`src/rtl/analog_input_scaler_defines.svh`:
```
// Assertion macros shared by the analog input scaler RTL.
// Each macro expects i_clk and i_rst_n in the scope where it is used.
`ifndef ANALOG_INPUT_SCALER_DEFINES_SVH
`define ANALOG_INPUT_SCALER_DEFINES_SVH

// Check a condition at every clock edge outside reset
`define AIS_ASSERT(lbl, cond) \
    lbl: assert property (@(posedge i_clk) disable iff (!i_rst_n) (cond)) \
        else $error("analog_input_scaler: invariant violated");

// Check that a condition in one cycle implies another in the next cycle
`define AIS_ASSERT_NEXT(lbl, ante, cons) \
    lbl: assert property (@(posedge i_clk) disable iff (!i_rst_n) (ante) |=> (cons)) \
        else $error("analog_input_scaler: next-cycle check violated");

`endif

```
`src/rtl/ais_pkg.sv`:
```
// Shared types and constants of the analog input scaler.
// No dependencies; the scaler top, register file and both segments import this package.
`default_nettype none

package ais_pkg;

    // Fixed field widths
    localparam int unsigned RAW_W   = 16;
    localparam int unsigned LEVEL_W = 21;
    localparam int unsigned PARAM_W = 16;
    localparam int unsigned GAIN_W  = 32;
    localparam int unsigned ADDR_W  = 5;
    localparam int unsigned DATA_W  = 32;

    // Scaling constants
    localparam logic [RAW_W-1:0]   LOW_LEVEL_COUNTS = 16'd1000;
    localparam logic [LEVEL_W-1:0] FOUR_UNITS_Q16   = 21'd262144;
    localparam logic [LEVEL_W-1:0] SIGNAL_MAX       = 21'h1F_FFFF;

    // Register reset values
    localparam logic [15:0] SPAN_LIMIT_RST = 16'd63450;
    localparam logic [15:0] PARAM_MAX_RST  = 16'hFFFF;

    // Register indexes (byte address / 4)
    typedef enum logic [2:0] {
        REG_MIN_OFFSET   = 3'd0,
        REG_SPAN_LIMIT   = 3'd1,
        REG_SIGNAL_GAIN  = 3'd2,
        REG_LOOP_CURRENT = 3'd3,
        REG_PARAM_GAIN   = 3'd4,
        REG_PARAM_MIN    = 3'd5,
        REG_PARAM_MAX    = 3'd6
    } t_reg_idx;

    typedef struct packed {
        logic [15:0]       min_offset;
        logic [15:0]       span_limit;
        logic [GAIN_W-1:0] signal_gain;
        logic              loop_current_mode;
        logic [GAIN_W-1:0] param_gain;
        logic [15:0]       param_min;
        logic [15:0]       param_max;
    } t_cfg;

    typedef struct packed {
        logic [RAW_W-1:0] raw_sample;
    } t_sample;

    // Between the signal and parameter segments
    typedef struct packed {
        logic [LEVEL_W-1:0] level;
        logic [LEVEL_W-1:0] operand;
    } t_level;

    typedef struct packed {
        logic [LEVEL_W-1:0] signal_level;
        logic [PARAM_W-1:0] param_value;
    } t_result;

endpackage

`default_nettype wire

```
`src/rtl/ais_stream_if.sv`:
```
// Valid/ready stream interface used by every channel of the scaler.
// The payload type is set per instance; no other dependencies.
`default_nettype none

interface ais_stream_if #(
    parameter type t_payload = logic
) ();
    logic     valid;
    logic     ready;
    t_payload data;

    modport source (output valid, output data, input ready);
    modport sink   (input valid, input data, output ready);
endinterface

`default_nettype wire

```
`src/rtl/analog_input_scaler.sv`:
```
// An accepted sample passes through the signal segment stages, then the parameter segment stages, to o_result.
// One item per cycle while o_result is not stalled; the stages of both segments set the depth.
// A stalled output fills empty stages first, then holds the input back.
// Reset clears all stage valid bits and loads the register reset values.
// Top level: config registers, signal segment, parameter segment.
`default_nettype none

module analog_input_scaler (
    input  wire logic                       i_clk,
    input  wire logic                       i_rst_n,
    ais_stream_if.sink                      i_sample,
    ais_stream_if.source                    o_result,
    input  wire logic                       psel,
    input  wire logic                       penable,
    input  wire logic                       pwrite,
    input  wire logic [ais_pkg::ADDR_W-1:0] paddr,
    input  wire logic [ais_pkg::DATA_W-1:0] pwdata,
    output logic      [ais_pkg::DATA_W-1:0] prdata,
    output logic                            pready
);
    import ais_pkg::*;

    t_cfg cfg;

    ais_stream_if #(.t_payload(t_level)) level_ch ();

    // Hold the configuration
    ais_cfg_regs u_regs (
        .i_clk   (i_clk),
        .i_rst_n (i_rst_n),
        .psel    (psel),
        .penable (penable),
        .pwrite  (pwrite),
        .paddr   (paddr),
        .pwdata  (pwdata),
        .prdata  (prdata),
        .pready  (pready),
        .o_cfg   (cfg)
    );

    // Scale counts to the signal level
    ais_signal_seg u_signal (
        .i_clk    (i_clk),
        .i_rst_n  (i_rst_n),
        .i_cfg    (cfg),
        .i_sample (i_sample),
        .o_level  (level_ch.source)
    );

    // Scale the signal level to the parameter
    ais_param_seg u_param (
        .i_clk    (i_clk),
        .i_rst_n  (i_rst_n),
        .i_cfg    (cfg),
        .i_level  (level_ch.sink),
        .o_result (o_result)
    );

endmodule

`default_nettype wire

```
`src/rtl/ais_cfg_regs.sv`:
```
// APB-style configuration register file of the scaler.
// Depends on ais_pkg for the register indexes and the t_cfg struct.
`default_nettype none

module ais_cfg_regs (
    input  wire logic                       i_clk,
    input  wire logic                       i_rst_n,
    input  wire logic                       psel,
    input  wire logic                       penable,
    input  wire logic                       pwrite,
    input  wire logic [ais_pkg::ADDR_W-1:0] paddr,
    input  wire logic [ais_pkg::DATA_W-1:0] pwdata,
    output logic      [ais_pkg::DATA_W-1:0] prdata,
    output logic                            pready,
    output ais_pkg::t_cfg                   o_cfg
);
    import ais_pkg::*;

    t_cfg     r_cfg;
    logic     wr_en;
    t_reg_idx idx;

    assign pready = 1'b1;
    assign wr_en  = psel & penable & pwrite & pready;
    assign idx    = t_reg_idx'(paddr[ADDR_W-1:2]);
    assign o_cfg  = r_cfg;

    // Write on the access phase; ignore unknown indexes
    always_ff @(posedge i_clk) begin
        if (!i_rst_n) begin
            r_cfg.min_offset        <= '0;
            r_cfg.span_limit        <= SPAN_LIMIT_RST;
            r_cfg.signal_gain       <= '0;
            r_cfg.loop_current_mode <= 1'b0;
            r_cfg.param_gain        <= '0;
            r_cfg.param_min         <= '0;
            r_cfg.param_max         <= PARAM_MAX_RST;
        end else if (wr_en) begin
            unique case (idx)
                REG_MIN_OFFSET:   r_cfg.min_offset        <= pwdata[15:0];
                REG_SPAN_LIMIT:   r_cfg.span_limit        <= pwdata[15:0];
                REG_SIGNAL_GAIN:  r_cfg.signal_gain       <= pwdata;
                REG_LOOP_CURRENT: r_cfg.loop_current_mode <= pwdata[0];
                REG_PARAM_GAIN:   r_cfg.param_gain        <= pwdata;
                REG_PARAM_MIN:    r_cfg.param_min         <= pwdata[15:0];
                REG_PARAM_MAX:    r_cfg.param_max         <= pwdata[15:0];
                default: ;
            endcase
        end
    end

    // Read back the addressed register
    always_comb begin
        unique case (idx)
            REG_MIN_OFFSET:   prdata = {16'd0, r_cfg.min_offset};
            REG_SPAN_LIMIT:   prdata = {16'd0, r_cfg.span_limit};
            REG_SIGNAL_GAIN:  prdata = r_cfg.signal_gain;
            REG_LOOP_CURRENT: prdata = {31'd0, r_cfg.loop_current_mode};
            REG_PARAM_GAIN:   prdata = r_cfg.param_gain;
            REG_PARAM_MIN:    prdata = {16'd0, r_cfg.param_min};
            REG_PARAM_MAX:    prdata = {16'd0, r_cfg.param_max};
            default:          prdata = '0;
        endcase
    end

endmodule

`default_nettype wire

```
`src/rtl/ais_signal_seg.sv`:
```
// Signal path: threshold, offset and clamp, gain multiply, saturation, loop current offset.
// Depends on ais_pkg and ais_stream_if; three register stages.
`default_nettype none
`include "analog_input_scaler_defines.svh"

module ais_signal_seg (
    input  wire logic          i_clk,
    input  wire logic          i_rst_n,
    input  ais_pkg::t_cfg      i_cfg,
    ais_stream_if.sink         i_sample,
    ais_stream_if.source       o_level
);
    import ais_pkg::*;

    localparam int unsigned PROD_W = RAW_W + GAIN_W;

    logic [2:0]           r_v;
    logic [2:0]           en;
    logic [RAW_W-1:0]     r_cnt;
    logic [PROD_W-1:0]    r_prod;
    logic [LEVEL_W-1:0]   r_level;
    logic [LEVEL_W-1:0]   r_oper;
    logic [RAW_W-1:0]     thr;
    logic [RAW_W-1:0]     diff;
    logic [RAW_W-1:0]     n_cnt;
    logic [LEVEL_W-1:0]   n_level;
    logic [LEVEL_W-1:0]   n_oper;

    // A stage advances when it is empty or the one after it advances
    assign en[2]          = !r_v[2] || o_level.ready;
    assign en[1]          = !r_v[1] || en[2];
    assign en[0]          = !r_v[0] || en[1];
    assign i_sample.ready = en[0];

    // Stage 0: drop low samples, subtract offset, clamp to span
    always_comb begin
        thr   = (i_sample.data.raw_sample > LOW_LEVEL_COUNTS) ?
                i_sample.data.raw_sample : '0;
        diff  = (thr > i_cfg.min_offset) ? (thr - i_cfg.min_offset) : '0;
        n_cnt = (diff > i_cfg.span_limit) ? i_cfg.span_limit : diff;
    end

    // Stage 2: saturate to Q5.16, take 4.0 off in loop current mode
    always_comb begin
        n_level = (|r_prod[PROD_W-1:LEVEL_W+16]) ? SIGNAL_MAX :
                  r_prod[LEVEL_W+15:16];
        if (i_cfg.loop_current_mode) begin
            n_oper = (n_level > FOUR_UNITS_Q16) ? (n_level - FOUR_UNITS_Q16) : '0;
        end else begin
            n_oper = n_level;
        end
    end

    // Advance valid bits
    always_ff @(posedge i_clk) begin
        if (!i_rst_n) begin
            r_v <= '0;
        end else begin
            if (en[0]) r_v[0] <= i_sample.valid;
            if (en[1]) r_v[1] <= r_v[0];
            if (en[2]) r_v[2] <= r_v[1];
        end
    end

    // Advance payload
    always_ff @(posedge i_clk) begin
        if (en[0]) r_cnt  <= n_cnt;
        if (en[1]) r_prod <= PROD_W'(r_cnt) * PROD_W'(i_cfg.signal_gain);
        if (en[2]) begin
            r_level <= n_level;
            r_oper  <= n_oper;
        end
    end

    assign o_level.valid        = r_v[2];
    assign o_level.data.level   = r_level;
    assign o_level.data.operand = r_oper;

    `AIS_ASSERT(a_cnt_in_span, n_cnt <= i_cfg.span_limit)
    `AIS_ASSERT(a_oper_not_above_level, !r_v[2] || (r_oper <= r_level))
    `AIS_ASSERT_NEXT(a_level_hold, o_level.valid && !o_level.ready,
        o_level.valid && $stable(r_level) && $stable(r_oper))

endmodule

`default_nettype wire

```
`src/rtl/ais_param_seg.sv`:
```
// Parameter path: gain multiply, offset add, clamp to bounds.
// Depends on ais_pkg and ais_stream_if; two register stages.
`default_nettype none
`include "analog_input_scaler_defines.svh"

module ais_param_seg (
    input  wire logic          i_clk,
    input  wire logic          i_rst_n,
    input  ais_pkg::t_cfg      i_cfg,
    ais_stream_if.sink         i_level,
    ais_stream_if.source       o_result
);
    import ais_pkg::*;

    localparam int unsigned PROD_W = LEVEL_W + GAIN_W;
    localparam int unsigned SUM_W  = LEVEL_W + 1;

    logic [1:0]           r_v;
    logic [1:0]           en;
    logic [LEVEL_W-1:0]   r_lvl0;
    logic [LEVEL_W-1:0]   r_lvl1;
    logic [LEVEL_W-1:0]   r_phi;
    logic [PARAM_W-1:0]   r_param;
    logic [PROD_W-1:0]    prod;
    logic [SUM_W-1:0]     sum;
    logic [SUM_W-1:0]     lo;
    logic [SUM_W-1:0]     n_param;

    // A stage advances when it is empty or the one after it advances
    assign en[1]         = !r_v[1] || o_result.ready;
    assign en[0]         = !r_v[0] || en[1];
    assign i_level.ready = en[0];

    // Stage 0: Q5.16 times Q16.16, keep the integer part
    assign prod = PROD_W'(i_level.data.operand) * PROD_W'(i_cfg.param_gain);

    // Stage 1: add the minimum, clamp low first and high last
    always_comb begin
        sum     = SUM_W'(r_phi) + SUM_W'(i_cfg.param_min);
        lo      = (sum < SUM_W'(i_cfg.param_min)) ? SUM_W'(i_cfg.param_min) : sum;
        n_param = (lo > SUM_W'(i_cfg.param_max)) ? SUM_W'(i_cfg.param_max) : lo;
    end

    // Advance valid bits
    always_ff @(posedge i_clk) begin
        if (!i_rst_n) begin
            r_v <= '0;
        end else begin
            if (en[0]) r_v[0] <= i_level.valid;
            if (en[1]) r_v[1] <= r_v[0];
        end
    end

    // Advance payload
    always_ff @(posedge i_clk) begin
        if (en[0]) begin
            r_lvl0 <= i_level.data.level;
            r_phi  <= prod[PROD_W-1:GAIN_W];
        end
        if (en[1]) begin
            r_lvl1  <= r_lvl0;
            r_param <= n_param[PARAM_W-1:0];
        end
    end

    assign o_result.valid             = r_v[1];
    assign o_result.data.signal_level = r_lvl1;
    assign o_result.data.param_value  = r_param;

    `AIS_ASSERT(a_param_below_max, !r_v[0] || (n_param <= SUM_W'(i_cfg.param_max)))
    `AIS_ASSERT_NEXT(a_result_hold, o_result.valid && !o_result.ready,
        o_result.valid && $stable(r_lvl1) && $stable(r_param))

endmodule

`default_nettype wire

```
`src/flat_wrapper.sv`:
```
// flat-port wrapper written by rule: the top's interface ports become plain ports
module analog_input_scaler_flat import ais_pkg::*;
  (i_clk, i_rst_n, psel, penable, pwrite, paddr, pwdata, prdata, pready, i_sample_valid, i_sample_data, i_sample_ready, o_result_valid, o_result_data, o_result_ready);
  ais_stream_if #(.t_payload(t_sample)) i_sample_i ();
  ais_stream_if #(.t_payload(t_result)) o_result_i ();
  input  wire logic i_clk;
  input  wire logic i_rst_n;
  input  wire logic psel;
  input  wire logic penable;
  input  wire logic pwrite;
  input  wire logic [ais_pkg::ADDR_W-1:0] paddr;
  input  wire logic [ais_pkg::DATA_W-1:0] pwdata;
  output logic      [ais_pkg::DATA_W-1:0] prdata;
  output logic pready;
  input wire logic [$bits(i_sample_i.valid)-1:0] i_sample_valid;
  input wire logic [$bits(i_sample_i.data)-1:0] i_sample_data;
  output wire logic [$bits(i_sample_i.ready)-1:0] i_sample_ready;
  output wire logic [$bits(o_result_i.valid)-1:0] o_result_valid;
  output wire logic [$bits(o_result_i.data)-1:0] o_result_data;
  input wire logic [$bits(o_result_i.ready)-1:0] o_result_ready;
  assign i_sample_i.valid = i_sample_valid;
  assign i_sample_i.data = i_sample_data;
  assign i_sample_ready = i_sample_i.ready;
  assign o_result_valid = o_result_i.valid;
  assign o_result_data = o_result_i.data;
  assign o_result_i.ready = o_result_ready;
  analog_input_scaler u_core (.i_clk(i_clk), .i_rst_n(i_rst_n), .i_sample(i_sample_i), .o_result(o_result_i), .psel(psel), .penable(penable), .pwrite(pwrite), .paddr(paddr), .pwdata(pwdata), .prdata(prdata), .pready(pready));
endmodule
```
`config.mk`:
```
export PLATFORM = sky130hd
export DESIGN_NAME = analog_input_scaler_flat
export DESIGN_NICKNAME = d
export VERILOG_FILES = /design/src/rtl/ais_pkg.sv /design/src/rtl/ais_stream_if.sv /design/src/rtl/analog_input_scaler.sv /design/src/rtl/ais_cfg_regs.sv /design/src/rtl/ais_signal_seg.sv /design/src/rtl/ais_param_seg.sv /design/src/flat_wrapper.sv
export VERILOG_INCLUDE_DIRS = /design/src /design/src/rtl
export SDC_FILE = /design/constraint.sdc
export NUM_CORES = 2
export LEC_CHECK = 0
export BUFFER_PORTS_ARGS = -buffer_cell sky130_fd_sc_hd__buf_2
export CORE_ASPECT_RATIO = 1.2
export CORE_MARGIN = 2
export CORE_UTILIZATION = 50
export DETAILED_ROUTE_END_ITERATION = 16
export PLACE_DENSITY = 0.71
export SLEW_MARGIN = 20
export SYNTH_ARGS = -nofsm -noshare
export SYNTH_HDL_FRONTEND = slang
export SYNTH_SLANG_ARGS = --single-unit
```
`constraint.sdc`:
```
create_clock -name i_clk -period 7.3 [get_ports i_clk]
set_input_delay 1.095 -clock i_clk [delete_from_list [all_inputs] [get_ports i_clk]]
set_output_delay 1.095 -clock i_clk [all_outputs]
set_load 0.005 [all_outputs]
```
==> key figures <==
Status
  • Status: completed

Timing
  • Hold Vio Cnt, Final: 0
  • Period utilisation layout: 96.8%
  • Achievable frequency: 142 MHz
  • Period minus WS final: 7.07 ns
  • Clock skew: 0.0165 ns
  • Slew Viols, Final: 0
  • Setup Viol. Count Final: 0
  • Tightest Pin Transition: 1.11 ns
  • Setup Total Neg Slack: 0 ns
  • Slew HR: 25.5%
  • Hold_ws: 0.419 ns

Setup path
  • Worst reg2reg startpoint: u_core.u_signal.r_oper[3]$_DFFE_PP_
  • R2R Setup Slk: 0.23 ns
  • Critical path depth: 28
  • Top Family by Delay on Critical Path: adder cells
  • Crit-path most repeated cell: fa_1
  • Worst Path Buf+Inv: 10
  • Worst EP required: 7.67 ns
  • Worst endpoint data arrival time: 7.44 ns
  • Slowest stage delay, CP: 0.52 ns
  • Crit path max fanout: 18
  • Critical path type: flop to flop
  • Slowest cell on crit path: fa_1
  • Critical Path Sink Type: flop
  • CP startpoint: u_core.u_signal.r_oper[3]$_DFFE_PP_
  • Critical Path End: u_core.u_param.r_phi[18]$_DFFE_PP_
  • Worst Reg-to-Reg Cells: 28
  • RR Endpoint: u_core.u_param.r_phi[18]$_DFFE_PP_
  • Setup crit start kind: flop

Min path
  • Hold crit path type: flop to flop
  • Cells on Worst Hold Path: 0

Final layout
  • Multi-input gate area: 0.0376 mm²
  • Layout area overhead: 9.67%
  • Filler cells: 8845
  • FF/Latch Area: 0.00777 mm²
  • Final Core Density: 55.5%
  • Final #Nets: 7050
  • Final cell count without fillers: 7030
  • Share of cells above drive strength 1: 9.77%

Clock network
  • Clock Tree Buf Depth: 3
  • Clock sink count: 303
  • Hold_buf cts: 0
  • Clock latency on the worst-skew pair: 0.63 ns
  • Cts bufs inserted: 31
  • CTS tree: built
  • Root Buffer: clkbuf_16
  • H-tree depth: 1
  • CTS clk-pin slew, worst paths: 0.07 ns

Logic synthesis
  • Synth top cells by count: inv_1 (1146), fa_1 (985), nand2_1 (934)
  • Ys async rst share: 0%
  • Post-Syn Instances: 5509
  • Synth Register Bits: 303
  • Post-Syn Nets: 6911
  • Primary FF master, synth: edfxtp_1
  • Post-synth design cell area: 0.0507 mm²
  • Number of synthesized flops with an enable pin: 169
  • Yosys cell types: 80
  • Most common cell in the netlist: inv_1
  • Largest cells by area after synthesis: fa_1 (39%), edfxtp_1 (10%), ha_1 (8.8%), inv_1 (8.5%), nand2_1 (6.9%)
  • Yosys top cell area share: 38.9%
  • Avg Cell Area, Syn: 9.21 µm²
  • Post-synthesis sequential area ratio: 15.3%
  • Syn. warnings: 0
  • Synth area leader: fa_1

Die
  • Die area: 0.104 mm²
  • Starting Density: 50.6%
  • Core ar.: 0.100 mm²
  • Die Ht: 353 µm
  • Chip width: 295 µm
  • Ports: 132
  • Row count: 127

Routing
  • DRC viols: 0
  • 1st-pass router iterations: 5
  • Drt total wl: 139000 µm
  • Via count: 38.3k
  • Routed Antenna Nets: 0
  • Drt via density: 5.45
  • Iter 0 DRT Violations: 2724
  • DR WL/cell: 19.8 µm

Placement
  • Cells after DPL: 6952
  • IO buf count: 128
  • Global placer's final weighted congestion: 0.943
  • Final HPWL DP: 115000 µm

Global routing
  • M3 GR Usage: 3.60%
  • Met1 usage in global routing: 33.9%
  • Grt total ovfl: 0
  • GRT Resource Usage Total: 27.5%
  • Gr busiest metal: met2
  • Met2 usage: 46.1%
  • Initial antenna violation count: 16
  • Largest net degree at the start of global routing: 107
  • Number of global-route vias before repair: 40.7k
  • First-pass GRT wire length: 222000 µm

Flow run
  • Max_cap viols: 0

Power and ir drop
  • Final Power: 0.00514 W
  • Leakage power: 26.6 nW
  • Worst vdd ir: 201 µV
  • Power density cells: 92.5 mW/mm²
worst reg2reg max path, delay by kind of cell (launching register included):
| kind | cells | cell delay [ns] |
|---|---|---|
| flops | 1 | 0.42 |
| simple gates | 3 | 0.43 |
| compound gates | 7 | 1.10 |
| buf+inv | 10 | 1.12 |
| fa+ha+maj | 8 | 3.71 |
flip-flops by register name (all words and copies together) (netlist names):
name / cells
u_core.u_param.r_phi: 21
u_core.u_signal.r_level: 21
u_core.u_signal.r_prod: 32
u_core.u_signal.r_cnt: 16
u_core.u_param.r_lvl0: 21
u_core.u_param.r_lvl1: 21
u_core.u_signal.r_v: 3
u_core.u_regs.o_cfg: 129
u_core.u_signal.r_oper: 21
u_core.u_param.r_param: 16
u_core.u_param.r_v: 2
per-stage QoR:
step | worst slack, ns | area [µm²]
floorplan | 0.536 | 50700
global placement | -0.292 | 54200
detailed placement | -0.356 | 54200
CTS | 0.0143 | 55300
global route | -0.0286 | 55600
finish | 0.234 | 55600
where the power goes:
group	switching [W]	leakage (nW)	internal, W
Sequential	0.000102	3.11	0.00196
Clock	0.000776	0.555	0.000977
Combinational	0.000865	23.0	0.000461
cells by family after synthesis:
family                   count (synthesis)  synth area share (%)
multiplexers                            82                  1.82
AND/OR/NAND/NOR                       1763                  16.4
flip-flops                             303                  15.3
AO/OA/AOI/OAI                          500                  6.75
other                                    1               0.00739
buffers and inverters                 1444                  10.7
adder cells (fa/ha/maj)               1342                  47.7
XOR/XNOR                                74                  1.28
worst min-delay path by stage:
stage / from / to / slack [ns]
2_1_floorplan: u_core.u_signal.r_level[0]$_DFFE_PP_ / u_core.u_param.r_lvl0[0]$_DFFE_PP_ / 0.40
3_3_place_gp: u_core.u_param.r_lvl0[14]$_DFFE_PP_ / u_core.u_param.r_lvl1[14]$_DFFE_PP_ / 0.40
3_5_place_dp: u_core.u_signal.r_level[16]$_DFFE_PP_ / u_core.u_param.r_lvl0[16]$_DFFE_PP_ / 0.40
4_1_cts: u_core.u_signal.r_level[4]$_DFFE_PP_ / u_core.u_param.r_lvl0[4]$_DFFE_PP_ / 0.42
5_1_grt: u_core.u_param.r_lvl0[5]$_DFFE_PP_ / u_core.u_param.r_lvl1[5]$_DFFE_PP_ / 0.43
6_report: u_core.u_param.r_lvl0[19]$_DFFE_PP_ / u_core.u_param.r_lvl1[19]$_DFFE_PP_ / 0.42
routing by layer:
layer	part of all wire, %	vias up
li1	-	16918
met1	37	19546
met2	49	1443
met3	7.0	413
met4	7.1	22
met5	0.091	-
cell usage in the layout, fill, tap and decap left out, types with 9 or more instances in the layout:
master | Yosys | layout
nand2b_1 | 14 | 14
nor2_1 | 136 | 135
inv_1 | 1146 | 1144
nor2b_1 | 24 | 24
edfxtp_1 | 169 | 169
mux2i_1 | 45 | 45
a21boi_0 | 104 | 103
a22oi_1 | 10 | 10
nand2_1 | 934 | 932
nand3_1 | 30 | 30
mux2_2 | 32 | 32
nand4_1 | 20 | 20
dfxtp_2 | 0 | 9
o21bai_1 | 14 | 14
o21a_1 | 20 | 20
fa_1 | 985 | 983
xor2_1 | 20 | 20
a211oi_1 | 10 | 10
a21oi_1 | 108 | 104
buf_4 | 3 | 245
and2_1 | 539 | 538
o211ai_1 | 39 | 39
a22o_1 | 22 | 22
dfxtp_1 | 134 | 125
a21o_1 | 41 | 41
a31oi_1 | 10 | 9
o22ai_1 | 11 | 11
buf_2 | 1 | 127
o21ai_0 | 64 | 59
buf_12 | 0 | 27
ha_1 | 357 | 355
xnor2_1 | 54 | 54
clkbuf_16 | 0 | 34
nor3_1 | 23 | 21
layout make-up:
| class | count | area share (%) |
|---|---|---|
| Multi-Input combinational cell | 3762 | 67.7 |
| Tap cell | 1354 | 3.05 |
| Inverter | 1146 | 7.73 |
| Antenna cell | 3 | 0.0135 |
| Timing Repair Buffer | 404 | 5.55 |
| Clock inverter | 21 | 0.477 |
| Clock buffer | 37 | 1.55 |
| Sequential cell | 303 | 14.0 |
repair_timing:
| item | 4_1_cts | 5_1_grt |
|---|---|---|
| buffers inserted | 1 | 15 |
| pin swaps | 1 | 18 |
| endpoints found under the setup margin | 10 | 35 |
| resized for setup | 4 | 32 |
| cloned | 0 | 1 |
No activity file was read; power rests on OpenSTA's default activity.
